### src/hdl/glyph_quad_layout_top_assert.svh
`ifndef GLYPH_QUAD_LAYOUT_TOP_ASSERT_SVH
`define GLYPH_QUAD_LAYOUT_TOP_ASSERT_SVH

// Same-cycle implication, checked outside reset.
`define GQL_ASSERT_NOW(label, clk, rstn, ante, cons, msg) \
    label: assert property (@(posedge clk) disable iff (!(rstn)) (ante) |-> (cons)) \
        else $error(msg);

// Next-cycle implication, checked outside reset.
`define GQL_ASSERT_NEXT(label, clk, rstn, ante, cons, msg) \
    label: assert property (@(posedge clk) disable iff (!(rstn)) (ante) |=> (cons)) \
        else $error(msg);

`endif

### src/hdl/gql_pkg.sv
package gql_pkg;

    localparam int GLYPH_ENTRIES = 64;
    localparam int IDX_W = $clog2(GLYPH_ENTRIES);
    localparam int PTR_W = $clog2(GLYPH_ENTRIES + 1);

    localparam int CMD_W = 2;
    localparam int ENTRY_INDEX_W = 6;
    localparam int CP_W = 21;
    localparam int COORD_W = 16;
    localparam int CFG_IDX_W = 2;
    localparam int EXT_IDX_W = ((IDX_W > ENTRY_INDEX_W) ? IDX_W : ENTRY_INDEX_W) + 1;

    localparam logic [CMD_W-1:0] CMD_LOAD = 2'd0;
    localparam logic [CMD_W-1:0] CMD_RESTART = 2'd1;
    localparam logic [CMD_W-1:0] CMD_DRAW = 2'd2;

    localparam logic [CFG_IDX_W-1:0] CFG_START_X = 2'd0;
    localparam logic [CFG_IDX_W-1:0] CFG_START_Y = 2'd1;
    localparam logic [CFG_IDX_W-1:0] CFG_LINE_STEP = 2'd2;

    localparam logic [COORD_W-1:0] LINE_STEP_RESET = 16'd16;
    localparam logic [CP_W-1:0] NEWLINE_CP = 21'h00000A;

    typedef struct packed {
        logic [COORD_W-1:0] offset_x;
        logic [COORD_W-1:0] offset_y;
        logic [COORD_W-1:0] glyph_width;
        logic [COORD_W-1:0] glyph_height;
        logic [COORD_W-1:0] step_x;
        logic [COORD_W-1:0] uv_left;
        logic [COORD_W-1:0] uv_right;
        logic [COORD_W-1:0] uv_top;
        logic [COORD_W-1:0] uv_bottom;
    } glyph_attr_t;

    typedef struct packed {
        logic [CMD_W-1:0]         command;
        logic [ENTRY_INDEX_W-1:0] entry_index;
        logic [CP_W-1:0]          codepoint;
        glyph_attr_t              attr;
    } item_t;

    typedef struct packed {
        logic [COORD_W-1:0] start_x;
        logic [COORD_W-1:0] start_y;
        logic [COORD_W-1:0] line_step;
    } pen_cfg_t;

    typedef struct packed {
        logic [COORD_W-1:0] quad_left;
        logic [COORD_W-1:0] quad_right;
        logic [COORD_W-1:0] quad_down;
        logic [COORD_W-1:0] quad_up;
        logic [COORD_W-1:0] uv_left;
        logic [COORD_W-1:0] uv_right;
        logic [COORD_W-1:0] uv_down;
        logic [COORD_W-1:0] uv_up;
        logic [COORD_W-1:0] pen_x_after;
        logic [COORD_W-1:0] pen_y_now;
    } quad_t;

    typedef struct packed {
        logic             en;
        logic [IDX_W-1:0] addr;
    } mem_rd_t;

    typedef struct packed {
        logic             en;
        logic [IDX_W-1:0] addr;
        logic [CP_W-1:0]  data;
    } cp_wr_t;

    typedef struct packed {
        logic             en;
        logic [IDX_W-1:0] addr;
        glyph_attr_t      data;
    } attr_wr_t;

    typedef struct packed {
        logic               clearing;
        logic [COORD_W-1:0] pen_x;
        logic [COORD_W-1:0] pen_y;
    } ctrl_status_t;

endpackage

### src/hdl/gql_cp_store.sv
module gql_cp_store (
    input  logic                  aclk,
    input  gql_pkg::cp_wr_t       wr,
    input  gql_pkg::mem_rd_t      rd,
    output logic [gql_pkg::CP_W-1:0] rd_data
);
    import gql_pkg::*;

    logic [CP_W-1:0] mem [GLYPH_ENTRIES];
    logic [CP_W-1:0] rd_data_reg;

    always_ff @(posedge aclk) begin
        if (wr.en) begin
            mem[wr.addr] <= wr.data;
        end
        if (rd.en) begin
            rd_data_reg <= mem[rd.addr];
        end
    end

    assign rd_data = rd_data_reg;
endmodule

### config.mk
export PLATFORM = sky130hd
export DESIGN_NAME = gql_cp_store
export DESIGN_NICKNAME = d
export VERILOG_FILES = /design/src/hdl/glyph_quad_layout_top_assert.svh /design/src/hdl/gql_pkg.sv /design/src/hdl/gql_cp_store.sv
export SDC_FILE = /design/constraint.sdc
export NUM_CORES = 1
export LEC_CHECK = 0
export BUFFER_PORTS_ARGS = -buffer_cell sky130_fd_sc_hd__buf_2
export CAP_MARGIN = 10
export CORE_ASPECT_RATIO = 0.75
export CORE_MARGIN = 5
export CORE_UTILIZATION = 25
export DETAILED_ROUTE_END_ITERATION = 8
export GPL_ROUTABILITY_DRIVEN = 0
export PLACE_DENSITY = 0.37
export SLEW_MARGIN = 40
export SYNTH_ARGS = -nofsm -noshare
export SYNTH_HDL_FRONTEND = slang
export SYNTH_SLANG_ARGS = --single-unit
### constraint.sdc
create_clock -name aclk -period 3.2 [get_ports aclk]
set_clock_uncertainty 0.05 [all_clocks]
set_input_delay 0.16 -clock aclk [delete_from_list [all_inputs] [get_ports aclk]]
set_output_delay 0.16 -clock aclk [all_outputs]
set_load 0.005 [all_outputs]
== Word level (Yosys, flattened, before mapping) ==
Memories as Yosys holds them, arrays and structs flattened. A register that Yosys moved wholly into a read port is not among the register bits.
Cells that the tools add are included.
Operators by class
  muxes and demuxes: 2
Operators with widths (number)
  $mux 1: 2
Word-level totals
  register bits: 0
  RAM bits: 1344
  input bits: 36
  word-level logic and storage cells: 3
  memories: 1
Memory list
  mem: words 64, width 21, rd ports 1, clocked after memory_dff 1, write ports 1, line gql_cp_store.sv:9  | logic [CP_W-1:0] mem [GLYPH_ENTRIES];

== Longest topological paths before layout ==
  depth after elaboration: 2
  gate-level depth with buffers: 10
  gate-level depth less buffers: 5

== Least setup slack after synthesis ==
OpenSTA, ideal clock, no wires.
  path kind: input -> register
  start: input port wr[24] in the netlist's numbering
  end: memory mem[48][0] (enable)
  library setup time: 425 ps
  arrival time: 2152 ps
  required time: 2725 ps
  setup slack: 573 ps
  stages on the path: 4
  buffers on the path: 1
  cells stage by stage: clkbuf_1 nor2b_1 nand4b_1 nor3_1
RTL lines
  from (decl): line gql_cp_store.sv:3  | input gql_pkg::cp_wr_t wr,
  to (decl): line gql_cp_store.sv:9
No word-level cell before the write port.

==> impl_metrics.csv <==
group,metric,value,unit
synthesis,netlist_area,51930,um^2
critical_path,reg2regPathDepth,5,
synthesis,synth_area_leader_cell,"edfxtp_1",
grt,grt_pass1_vias,25680,
placement,dp_hpwl,99.30,mm
floorplan,die_h,404.7,um
critical_path,cp_data_arrival_time,3.28,ns
clock_tree,cts_setup_buffers,0,
power,ir_drop,0.0005405,V
placement,dp_slack,-0.2636,ns
floorplan,core_area,205900,um^2
critical_path,r2r-end,"rd_data[12]",
synthesis,ys_seq_elements,1365,
cells_and_area,drive_gt1_share,34.24,%
synthesis,synthTopCellsByArea,"edfxtp_1 79%, mux4_2 15%, mux2i_1 0.98%, o221ai_1 0.57%, nor2_1 0.53%",
sta,slew_violations,0,
clock_tree,ctsLongestPathBuffers,3,
drt,drt_first_pass_iters,5,
sta,fin_crit,2.819,ns
drt,wl,162.1,mm
critical_path,cp_common_cell,"mux4_2",
clock_tree,cts_root_buf,"clkbuf_16",
sta,hold_viol,0,
placement,dp.cells,5126,
cells_and_area,largest_register_ffs,1344,
synthesis,synth_top_area_share,78.94,%
synthesis,postSynthCellCount,2190,
power,p_leak,19.02,nW
critical_path,slowest_delay,0.67,ns
clock_tree,path_clk_slew,0.06,ns
cells_and_area,final_net_count,2555,
cells_and_area,syn_to_final_growth,19.23,%
run_status,status,"completed",
sta,tightest_slew,0.8718,ns
worst_hold_path,worstHoldStart,"wr[22]",
sta,fmax,0.3548,GHz
critical_path,start_kind,"flop",
synthesis,synth_cell_types,34,
sta,rsz0062_at_grt,"no",
critical_path,cp_max_fo,2,
sta,post-route-period-util,88.08,%
grt,antenna_found_initial,28,
sta,setup_viol,0,
clock_tree,cts_tree,"built",
grt,grt_overflow,0,
sta,maxSlewHeadroom,41.88,%
synthesis,ys_seq_area_share,78.94,%
clock_tree,hold_buffers,20,
drt,wl_met2,70.99,mm
critical_path,critPathKind,"reg2reg",
critical_path,cp_slowest_cell,"nor2_1",
sta,holdWs,0.1418,ns
synthesis,synth.most_common_cell,"edfxtp_1",
critical_path,worstSetupEndpointType,"flop",
drt,ant_nets,0,
synthesis,ys.flop_type,"edfxtp_1",
power,fin_total_pwr,38.07,mW
critical_path,crit_chain,"mux4_2, mux4_2, nor2_1, or4_1, o31ai_1",
floorplan,start_util,25.22,%
power,pwr_density_cell,615.0,nW/um^2
drt,wl_met3,9.941,mm
floorplan,ioPinCount,57,
worst_hold_path,whs_path_depth,3,
drt,via_per_inst,4.638,
critical_path,r2r_start,"mem[10][12]",
synthesis,yosysWarnings,0,
floorplan,die_w,536.3,um
grt,grt_util_all_layers,14.83,%
synthesis,synth_common_cells,"1,365 x edfxtp_1, 356 x mux4_2, 73 x nor2_1, 53 x clkbuf_1, 51 x mux2i_1",
worst_hold_path,min_to,"mem[48][16]",
cells_and_area,final_cells,5403,
critical_path,cp.required,3.66,ns
floorplan,rows,144,
synthesis,synth-edff-count,1365,
clock_tree,htreeDepth,4,
placement,portBuffers,56,
synthesis,synth_nets,2226,
critical_path,ff2ff_setup_slack,0.38,ns
sta,tns,0,ns
grt,grt_max_degree,65,
clock_tree,clkSinkCount,1365,
critical_path,path_buf_inv,0,
clock_tree,tritoncts.num_buffers,140,
drt,wl_per_cell,30.01,um
worst_hold_path,hold_path.class,"in2reg",
flow_run,drv_cap,0,
sta,timing.final.ws_setup,0.3814,ns
drt,dr_total_vias,25060,
drt,top_layer,"met4",
grt,grt_pass1_wl,222.0,mm
synthesis,synth-async-reset-ratio,0,%
drt,drc,0,
clock_tree,clock_latency,0.78,ns
cells_and_area,n_fill_cell,19770,
synthesis,synth.avg_cell_area,23.71,um^2
critical_path,crit_family,"simple AND/OR/NAND/NOR gates",
drt,drt_iter0_drc,2710,
floorplan,dieArea,217000,um^2
drt,drt-met1-wl,78.68,mm
clock_tree,cts_resized,0,
layout by cell type (no fill, tap or decap), types with 13 or more instances in the layout:
| cell | instances |
|---|---|
| a22oi_1 | 16 |
| nand2_1 | 16 |
| buf_2 | 38 |
| mux2i_1 | 49 |
| clkbuf_1 | 42 |
| a21oi_1 | 13 |
| o22ai_1 | 18 |
| clkinv_1 | 26 |
| mux4_2 | 356 |
| nor2b_1 | 24 |
| nor2_2 | 62 |
| o221ai_1 | 32 |
| o21ai_0 | 21 |
| buf_4 | 222 |
| buf_12 | 19 |
| edfxtp_1 | 1365 |
| o31ai_1 | 20 |
| dlygate4sd3_1 | 23 |
| clkbuf_16 | 149 |
logic make-up after synthesis:
group | synth area share (%)
DFF | 78.94
and+or+nand+nor | 1.455
muxes | 16.55
buffers and inverters | 1.185
AOI/OAI and AO/OA | 1.870
final cells by class:
class	count	area [um^2]	area share [%]
clock inverter	55	513.0	0.8286
antenna	6	15.01	0.02425
tap	2774	3471	5.606
multi-input combinational	707	10530	17.01
clock buffer	191	3886	6.277
timing repair buffer	305	2509	4.052
sequential	1365	40990	66.21
worst register-to-register path, cell delays in order, from the launching register on:
cell and delay [ns]:
edfxtp_1 0.37, mux4_2 0.50, mux4_2 0.50, nor2_1 0.67
or4_1 0.36, o31ai_1 0.11
stage by stage:
step | area, um^2 | utilization (%)
floorplan | 51930 | -
detailed placement | 57220 | 27.79
finish | 61910 | 30.06
CTS | 61820 | 30.02
global route | 61900 | 30.06
global placement | 57140 | 27.75
report_power, final:
group / switching [mW] / internal [mW] / leakage, nW
sequential: 0.0620 / 19.8 / 12.3
combinational: 1.35 / 0.783 / 4.59
clock: 6.84 / 9.21 / 2.13
routing by layer:
layer | global-route usage [%] | up-vias
met5 | 0 | -
met4 | 3.050 | 0
met3 | 2.660 | 169
met2 | 21.84 | 795
met1 | 22.86 | 13970
li1 | - | 10130
worst max-delay path by stage:
stage	from	to	slack, ns	depth (start not counted)
2_1_floorplan	wr[24]	mem[48][0]	0.57	4
3_3_place_gp	rd[0]	rd_data[12]	-0.30	8
3_5_place_dp	rd[0]	rd_data[15]	-0.26	7
4_1_cts	mem[27][15]	rd_data[15]	0.36	5
5_1_grt	mem[9][12]	rd_data[12]	0.38	5
6_report	mem[10][12]	rd_data[12]	0.38	5
Note: power is estimated with default switching activity, not from simulation.
