**config.mk**
```make
export PLATFORM = sky130hd
export DESIGN_NAME = gql_ctrl
export DESIGN_NICKNAME = d
export VERILOG_FILES = /design/src/hdl/glyph_quad_layout_top_assert.svh /design/src/hdl/gql_pkg.sv /design/src/hdl/gql_ctrl.sv
export SDC_FILE = /design/constraint.sdc
export NUM_CORES = 1
export LEC_CHECK = 0
export ABC_AREA = 0
export BUFFER_PORTS_ARGS = -buffer_cell sky130_fd_sc_hd__buf_2
export CAP_MARGIN = 20
export CORE_AREA = 3 3 304 306
export DETAILED_ROUTE_END_ITERATION = 10
export DIE_AREA = 0 0 307 309
export SYNTH_ARGS = -nofsm -noshare
export SYNTH_HDL_FRONTEND = slang
export SYNTH_SLANG_ARGS = --single-unit
```
**constraint.sdc**
```tcl
create_clock -name aclk -period 40 [get_ports aclk]
set_clock_uncertainty 0.1 [all_clocks]
set_input_delay 6 -clock aclk [delete_from_list [all_inputs] [get_ports aclk]]
set_output_delay 6 -clock aclk [all_outputs]
set_load 0.005 [all_outputs]
```
**src/hdl/glyph_quad_layout_top_assert.svh**
```systemverilog
`ifndef GLYPH_QUAD_LAYOUT_TOP_ASSERT_SVH
`define GLYPH_QUAD_LAYOUT_TOP_ASSERT_SVH

// Same-cycle implication, checked outside reset.
`define GQL_ASSERT_NOW(label, clk, rstn, ante, cons, msg) \
    label: assert property (@(posedge clk) disable iff (!(rstn)) (ante) |-> (cons)) \
        else $error(msg);

// Next-cycle implication, checked outside reset.
`define GQL_ASSERT_NEXT(label, clk, rstn, ante, cons, msg) \
    label: assert property (@(posedge clk) disable iff (!(rstn)) (ante) |=> (cons)) \
        else $error(msg);

`endif

```
**src/hdl/gql_pkg.sv**
```systemverilog
package gql_pkg;

    localparam int GLYPH_ENTRIES = 64;
    localparam int IDX_W = $clog2(GLYPH_ENTRIES);
    localparam int PTR_W = $clog2(GLYPH_ENTRIES + 1);

    localparam int CMD_W = 2;
    localparam int ENTRY_INDEX_W = 6;
    localparam int CP_W = 21;
    localparam int COORD_W = 16;
    localparam int CFG_IDX_W = 2;
    localparam int EXT_IDX_W = ((IDX_W > ENTRY_INDEX_W) ? IDX_W : ENTRY_INDEX_W) + 1;

    localparam logic [CMD_W-1:0] CMD_LOAD = 2'd0;
    localparam logic [CMD_W-1:0] CMD_RESTART = 2'd1;
    localparam logic [CMD_W-1:0] CMD_DRAW = 2'd2;

    localparam logic [CFG_IDX_W-1:0] CFG_START_X = 2'd0;
    localparam logic [CFG_IDX_W-1:0] CFG_START_Y = 2'd1;
    localparam logic [CFG_IDX_W-1:0] CFG_LINE_STEP = 2'd2;

    localparam logic [COORD_W-1:0] LINE_STEP_RESET = 16'd16;
    localparam logic [CP_W-1:0] NEWLINE_CP = 21'h00000A;

    typedef struct packed {
        logic [COORD_W-1:0] offset_x;
        logic [COORD_W-1:0] offset_y;
        logic [COORD_W-1:0] glyph_width;
        logic [COORD_W-1:0] glyph_height;
        logic [COORD_W-1:0] step_x;
        logic [COORD_W-1:0] uv_left;
        logic [COORD_W-1:0] uv_right;
        logic [COORD_W-1:0] uv_top;
        logic [COORD_W-1:0] uv_bottom;
    } glyph_attr_t;

    typedef struct packed {
        logic [CMD_W-1:0]         command;
        logic [ENTRY_INDEX_W-1:0] entry_index;
        logic [CP_W-1:0]          codepoint;
        glyph_attr_t              attr;
    } item_t;

    typedef struct packed {
        logic [COORD_W-1:0] start_x;
        logic [COORD_W-1:0] start_y;
        logic [COORD_W-1:0] line_step;
    } pen_cfg_t;

    typedef struct packed {
        logic [COORD_W-1:0] quad_left;
        logic [COORD_W-1:0] quad_right;
        logic [COORD_W-1:0] quad_down;
        logic [COORD_W-1:0] quad_up;
        logic [COORD_W-1:0] uv_left;
        logic [COORD_W-1:0] uv_right;
        logic [COORD_W-1:0] uv_down;
        logic [COORD_W-1:0] uv_up;
        logic [COORD_W-1:0] pen_x_after;
        logic [COORD_W-1:0] pen_y_now;
    } quad_t;

    typedef struct packed {
        logic             en;
        logic [IDX_W-1:0] addr;
    } mem_rd_t;

    typedef struct packed {
        logic             en;
        logic [IDX_W-1:0] addr;
        logic [CP_W-1:0]  data;
    } cp_wr_t;

    typedef struct packed {
        logic             en;
        logic [IDX_W-1:0] addr;
        glyph_attr_t      data;
    } attr_wr_t;

    typedef struct packed {
        logic               clearing;
        logic [COORD_W-1:0] pen_x;
        logic [COORD_W-1:0] pen_y;
    } ctrl_status_t;

endpackage

```
**src/hdl/gql_ctrl.sv**
```systemverilog
module gql_ctrl (
    input  logic                      aclk,
    input  logic                      aresetn,
    input  logic                      s_valid,
    output logic                      s_ready,
    input  gql_pkg::item_t            s_item,
    input  gql_pkg::pen_cfg_t         cfg,
    output logic                      m_valid,
    input  logic                      m_ready,
    output gql_pkg::quad_t            m_quad,
    output gql_pkg::cp_wr_t           cp_wr,
    output gql_pkg::mem_rd_t          cp_rd,
    input  logic [gql_pkg::CP_W-1:0]  cp_rd_data,
    output gql_pkg::attr_wr_t         attr_wr,
    output gql_pkg::mem_rd_t          attr_rd,
    input  gql_pkg::glyph_attr_t      attr_rd_data,
    output gql_pkg::ctrl_status_t     status
);
    import gql_pkg::*;

    typedef enum logic [1:0] {
        ST_CLEAR,
        ST_IDLE,
        ST_SEARCH,
        ST_EMIT
    } state_t;

    state_t             state_reg;
    logic [IDX_W-1:0]   clr_ptr_reg;
    logic [PTR_W-1:0]   ptr_reg;
    logic               pend_reg;
    logic [IDX_W-1:0]   cur_idx_reg;
    logic [CP_W-1:0]    cp_key_reg;
    logic [COORD_W-1:0] pen_x_reg;
    logic [COORD_W-1:0] pen_y_reg;
    logic               m_valid_reg;
    quad_t              quad_reg;

    logic                 accept;
    logic                 load_en;
    logic [EXT_IDX_W-1:0] ext_idx;
    logic                 in_range;
    logic                 issue;
    logic                 cp_zero;
    logic                 cp_hit;
    logic                 out_free;
    quad_t                quad_next;

    assign s_ready  = (state_reg == ST_IDLE);
    assign accept   = s_valid && s_ready;
    assign ext_idx  = EXT_IDX_W'(s_item.entry_index);
    assign in_range = ext_idx < EXT_IDX_W'(GLYPH_ENTRIES);
    assign load_en  = accept && (s_item.command == CMD_LOAD) && in_range;

    assign issue   = (state_reg == ST_SEARCH) && (ptr_reg < PTR_W'(GLYPH_ENTRIES));
    assign cp_zero = (cp_rd_data == '0);
    assign cp_hit  = pend_reg && !cp_zero && (cp_rd_data == cp_key_reg);
    assign out_free = !m_valid_reg || m_ready;

    always_comb begin
        if (state_reg == ST_CLEAR) begin
            cp_wr.en   = 1'b1;
            cp_wr.addr = clr_ptr_reg;
            cp_wr.data = '0;
        end else begin
            cp_wr.en   = load_en;
            cp_wr.addr = ext_idx[IDX_W-1:0];
            cp_wr.data = s_item.codepoint;
        end
        attr_wr.en   = load_en;
        attr_wr.addr = ext_idx[IDX_W-1:0];
        attr_wr.data = s_item.attr;
        cp_rd.en     = issue;
        cp_rd.addr   = ptr_reg[IDX_W-1:0];
        attr_rd.en   = (state_reg == ST_SEARCH) && cp_hit;
        attr_rd.addr = cur_idx_reg;
    end

    always_comb begin
        quad_next.quad_left   = pen_x_reg + attr_rd_data.offset_x;
        quad_next.quad_right  = quad_next.quad_left + attr_rd_data.glyph_width;
        quad_next.quad_down   = pen_y_reg - attr_rd_data.offset_y;
        quad_next.quad_up     = quad_next.quad_down - attr_rd_data.glyph_height;
        quad_next.uv_left     = attr_rd_data.uv_left;
        quad_next.uv_right    = attr_rd_data.uv_right;
        quad_next.uv_down     = attr_rd_data.uv_top;
        quad_next.uv_up       = attr_rd_data.uv_bottom;
        quad_next.pen_x_after = pen_x_reg + attr_rd_data.step_x;
        quad_next.pen_y_now   = pen_y_reg;
    end

    always_ff @(posedge aclk) begin
        if (!aresetn) begin
            state_reg   <= ST_CLEAR;
            clr_ptr_reg <= '0;
            ptr_reg     <= '0;
            pend_reg    <= 1'b0;
            pen_x_reg   <= '0;
            pen_y_reg   <= '0;
            m_valid_reg <= 1'b0;
        end else begin
            if (m_valid_reg && m_ready && (state_reg != ST_EMIT)) begin
                m_valid_reg <= 1'b0;
            end
            unique case (state_reg)
                ST_CLEAR: begin
                    clr_ptr_reg <= clr_ptr_reg + 1'b1;
                    if (clr_ptr_reg == IDX_W'(GLYPH_ENTRIES - 1)) begin
                        state_reg <= ST_IDLE;
                    end
                end
                ST_IDLE: begin
                    if (accept) begin
                        unique case (s_item.command)
                            CMD_RESTART: begin
                                pen_x_reg <= cfg.start_x;
                                pen_y_reg <= cfg.start_y;
                            end
                            CMD_DRAW: begin
                                if (s_item.codepoint == NEWLINE_CP) begin
                                    pen_x_reg <= cfg.start_x;
                                    pen_y_reg <= pen_y_reg + cfg.line_step;
                                end else if (s_item.codepoint != '0) begin
                                    cp_key_reg <= s_item.codepoint;
                                    ptr_reg    <= PTR_W'(1);
                                    pend_reg   <= 1'b0;
                                    state_reg  <= ST_SEARCH;
                                end
                            end
                            default: begin
                            end
                        endcase
                    end
                end
                ST_SEARCH: begin
                    pend_reg <= issue;
                    if (issue) begin
                        ptr_reg     <= ptr_reg + 1'b1;
                        cur_idx_reg <= ptr_reg[IDX_W-1:0];
                    end
                    priority if (pend_reg && cp_zero) begin
                        state_reg <= ST_IDLE;
                    end else if (cp_hit) begin
                        state_reg <= ST_EMIT;
                    end else if (!issue) begin
                        state_reg <= ST_IDLE;
                    end
                end
                ST_EMIT: begin
                    if (out_free) begin
                        quad_reg    <= quad_next;
                        m_valid_reg <= 1'b1;
                        pen_x_reg   <= quad_next.pen_x_after;
                        state_reg   <= ST_IDLE;
                    end
                end
                default: begin
                    state_reg <= ST_IDLE;
                end
            endcase
        end
    end

    assign m_valid         = m_valid_reg;
    assign m_quad          = quad_reg;
    assign status.clearing = (state_reg == ST_CLEAR);
    assign status.pen_x    = pen_x_reg;
    assign status.pen_y    = pen_y_reg;
endmodule

```
=== Yosys cells after proc, flatten, opt, wreduce, memory -nomap -nowiden ===
Cells that the tools add are included.
Widths: inputs -> output; s select.

* Eq/ne operators: 20
* Magnitude comparators: 2
* Bitwise gates (word level): 1
* Reduce and logical (&&, ||, !) cells: 28
* Add/subtract/negate cells: 8
* Mux-type cells: 32

{| class="wikitable"
|+ Operators by type and width
! cell !! number
|-
| $pmux 16 s2 || 3
|-
| $add 16x16->16 || 4
|-
| $mux 16 || 4
|-
| $mux 7 || 5
|-
| $sub 16x16->16 || 2
|-
| $mux 28 || 1
|-
| $eq 21x21->1 || 1
|-
| $eq 21x4->1 const B || 1
|-
| $logic_not 21->1 || 1
|-
| $reduce_bool 21->1 || 1
|-
| $mux 2 || 9
|-
| $pmux 7 s2 || 1
|-
| $reduce_and 6->1 || 2
|-
| $logic_and 1x1->1 || 10
|-
| $ne 2x2->1 const B || 5
|-
| $reduce_and 5->1 || 2
|-
| $ne 2x1->1 const B || 4
|-
| $pmux 2 s4 || 1
|-
| $add 7x1->7 const B || 1
|-
| $lt 6x7->1 const B || 1
|-
| $lt 7x7->1 const B || 1
|-
| $mux 1 || 7
|-
| $reduce_and 7->1 || 1
|-
| $add 6x1->6 const B || 1
|-
| 14 further kinds || 22
|}

* Register bits: 236
* Input port bits: 390
* Output and inout bits: 388
* Word-level logic and storage cells: 110

=== Longest topological paths before layout ===
* Depth in word-level cells: 7
* Gate-level depth with buffers: 18

=== Worst setup path before layout ===
No wires, ideal clock.

* Path type: input port to flip-flop
* From: input aresetn
* To: register quad_reg (netlist bit m_quad[0]), enable pin
* Stages on the path: 4
* Buffers on the path: 2
* Required time: 39.025 ns
* Arrival time: 17.499 ns
* Slack: 21.526 ns
* Path through: clkbuf_1 > inv_2 > buf_1 > nor3_1

* Cells in the longest elaborated chain, start to end: 1

{| class="wikitable"
|+ Ends and longest elaborated chain
! element !! line !! source
|-
| start: declaration || gql_ctrl.sv:3 || <nowiki>input logic aresetn,</nowiki>
|-
| $reduce_and 3->1 (no source line) || - ||
|-
| end signal: assignment || gql_ctrl.sv:151 || <nowiki>quad_reg <= quad_next;</nowiki>
|-
| end: declaration || gql_ctrl.sv:37 || <nowiki>quad_t quad_reg;</nowiki>
|}

Every way passes these cells.
A chain may end at the register's enable or synchronous reset.

==> out/metrics.cfg <==
[timing]
hold_viol_final=0
setup_violations=0
drv_slew=0
finalCritPeriodShare_pct=34.04
fin_ws_ns=26.38
relSlewSlack_pct=37.23
setup_tns_ns=0
max_freq_mhz=73.43
rsz0062_at_grt=no
tightest_slew_ns=0.9343
finalCriticalPeriod_ns=13.62

[pwr]
p_sw_share_pct=24.87
power.net_switching_uw=151.0
combPwrFrac_pct=10.7
power_leakage_uw=0.007392
power_density_nw_per_um2=34.35
clkPwrFrac_pct=45.3
p_seq_share_pct=44.0
ir_drop_mv=0.03218
p_int_uw=456.2

[drt]
first_pass_iters=5
ant_nets=0
route.detailed.drc=0
drtIter0Drc=725
vias=11120
via_per_inst=3.883
wirelength_mm=60.71
detail_route.wl_per_cell_um=21.20

[placed_design]
hpwlAfterDp_mm=51.11
routabilityCongestion=0.9121
port_buffers=489
pre_cts_slack_ns=26.41

[floorplan]
ios=778
die_y_um=309
initial_core_util_pct=15.50
die-area_um2=94860
num_rows=110
core_um2=89870
die_x_um=307

[outcome]
status=finished clean

[worst_setup_path]
worstSetupStartpoint=cp_rd_data[2]
crit_path_start_kind=input pin
critPathMaxStageDelay_ns=0.51
reg2regPathDepth=18
critical_path_class=in2out
arrival_ns=7.52
required_ns=33.90
critPathSlowestCell=or4_1
reg2reg_to=m_quad[142]
endpoint_kind=output port
critPathTopFamily=simple AND/OR/NAND/NOR gates
cp_cell_sequence=buf_2 > or4_1 > nor4_1 > nor4_1 > and2_1 > buf_2
crit_buf_inv=2
rrSetupSlack_ns=34.77
cp_max_fo=2
r2r_start=pen_x_reg[0]

[yosys]
synth-edff-count=187
syn_area_um2=13930
ys_ff_latch=236
synth_top_area_share_pct=40.31
synth_top_flop_cell=edfxtp_1
synth_top_family_by_area=buffers and inverters
synth-xor-area-share_pct=5.846
syn-instance-count=1299
syn_area_per_cell_um2=10.73
ys_async_sr_fraction_pct=0
muxShareOfSynthArea_pct=1.706
synth-compound-area-share_pct=11.66
ys_types=65
syn-num-nets=1794
yosysWarnings=0
synth_fa_ha_area_share_pct=9.753
yosys-top-cells-area=edfxtp_1 (40%), buf_4 (9.4%), ha_1 (8.9%), dfxtp_1 (7.0%), xnor2_1 (3.3%)
yosysTopAreaCell=edfxtp_1
synth_sequential_area_ratio_pct=47.35
synth-simple-area-share_pct=11.44

[finish]
regArea_um2=6596
nets=2145
fill_cells=9856
syn_to_final_growth_pct=26.88
largest_register_ff_count=160
drive_gt1_share_pct=35.36
layout_common_cells=buf_2 (489), edfxtp_1 (187), ha_1 (99)
mostFrequentLayoutCell=buf_2
multiInputGateArea_um2=5640

[clock_network]
cts_tree=done
cts_root_buffer=clkbuf_16
cts_made_buffers=30
cts_sinks=236
postCtsSetupRepairBufs=0
cts_resized=0
cts.path.max_buffers=3
clk_pin_slew_ns=0.06
htreeDepth=1
insertion_delay_ns=0.61
hold_buffers=0

[global_route]
antenna_found_initial=15
overflow=0
grt_pass1_wl_mm=80.43
groute.usage.overall_pct=11.97
grt_pass1_vias=10520
grt_max_degree=67

[hold_path]
hp-start=state_reg[1]
min_to=state_reg[1]
hold_path.class=reg2reg
whs_path_depth=2

[run]
maxCapViolCount=0

[area by class of cell]
type                    instances  area share, %
diodes                         14         0.1982
clock buffers                  44          4.827
clock inverters                12         0.7503
inverters                      82          1.741
multi-input cells             787          31.91
flip-flops and latches        236          37.32
well taps                    1176          8.324
repair buffers                513          14.93
[Yosys cell counts, drive strengths merged (37+ instances only)]
| library cell | n |
|---|---|
| nor3 | 41 |
| nor2b | 37 |
| ha | 99 |
| dfxtp | 49 |
| buf | 181 |
| a21oi | 64 |
| xnor2 | 53 |
| edfxtp | 187 |
| nand2 | 74 |
| inv | 82 |
| o21ai | 49 |
| nor2 | 85 |
| xor2 | 40 |
[metrics by stage]
stage,hold WS [ns],cells,util [%],instance area [um^2],total power (uW)
finish,0.4028,2864,19.67,17680,607.3
global route,0.4318,2852,19.64,17650,634.9
CTS,0.4076,2849,19.61,17620,620.4
detailed placement,0.3930,2793,18.51,16640,337.1
global placement,0.3750,2792,18.50,16630,336.2
floorplan,0.3500,1299,-,13930,321.4
[worst min-delay path, stage by stage (launching register included)]
cell and delay [ns]:
dfxtp_1 0.34, nand2_1 0.06, a21oi_1 0.05
[how the worst max path moves through the flow]
stage,end,cells after the start
3_3_place_gp,attr_rd[6],6
2_1_floorplan,m_quad[0],4
3_5_place_dp,attr_rd[6],6
5_1_grt,attr_rd[6],7
6_report,attr_rd[6],6
4_1_cts,attr_rd[6],6
[kinds of logic after synthesis]
logic type,count (synthesis)
DFF,236
buffers and inverters,276
AOI/OAI and AO/OA,238
adders and majority gates,105
and+or+nand+nor,328
muxes,23
xor gates and xnor gates,93
[layer usage]
layer  track usage [%]  part of all wire, %  wire, um
met1             12.85                   36     21840
met2             20.06                   46     28230
met3             5.012                   12      7041
met4             6.475                  5.9      3560
met5                 0                0.081        49
[power by group through the flow]
stage | Sequential [uW] | Combinational [uW] | Clock, uW
floorplan | 272 | 49.2 | 0
global placement | 272 | 63.9 | 0
detailed placement | 272 | 64.8 | 0
CTS | 267 | 65.2 | 288
global route | 267 | 71.7 | 296
finish | 267 | 64.8 | 275
Note: power is estimated with default switching activity, not from simulation.
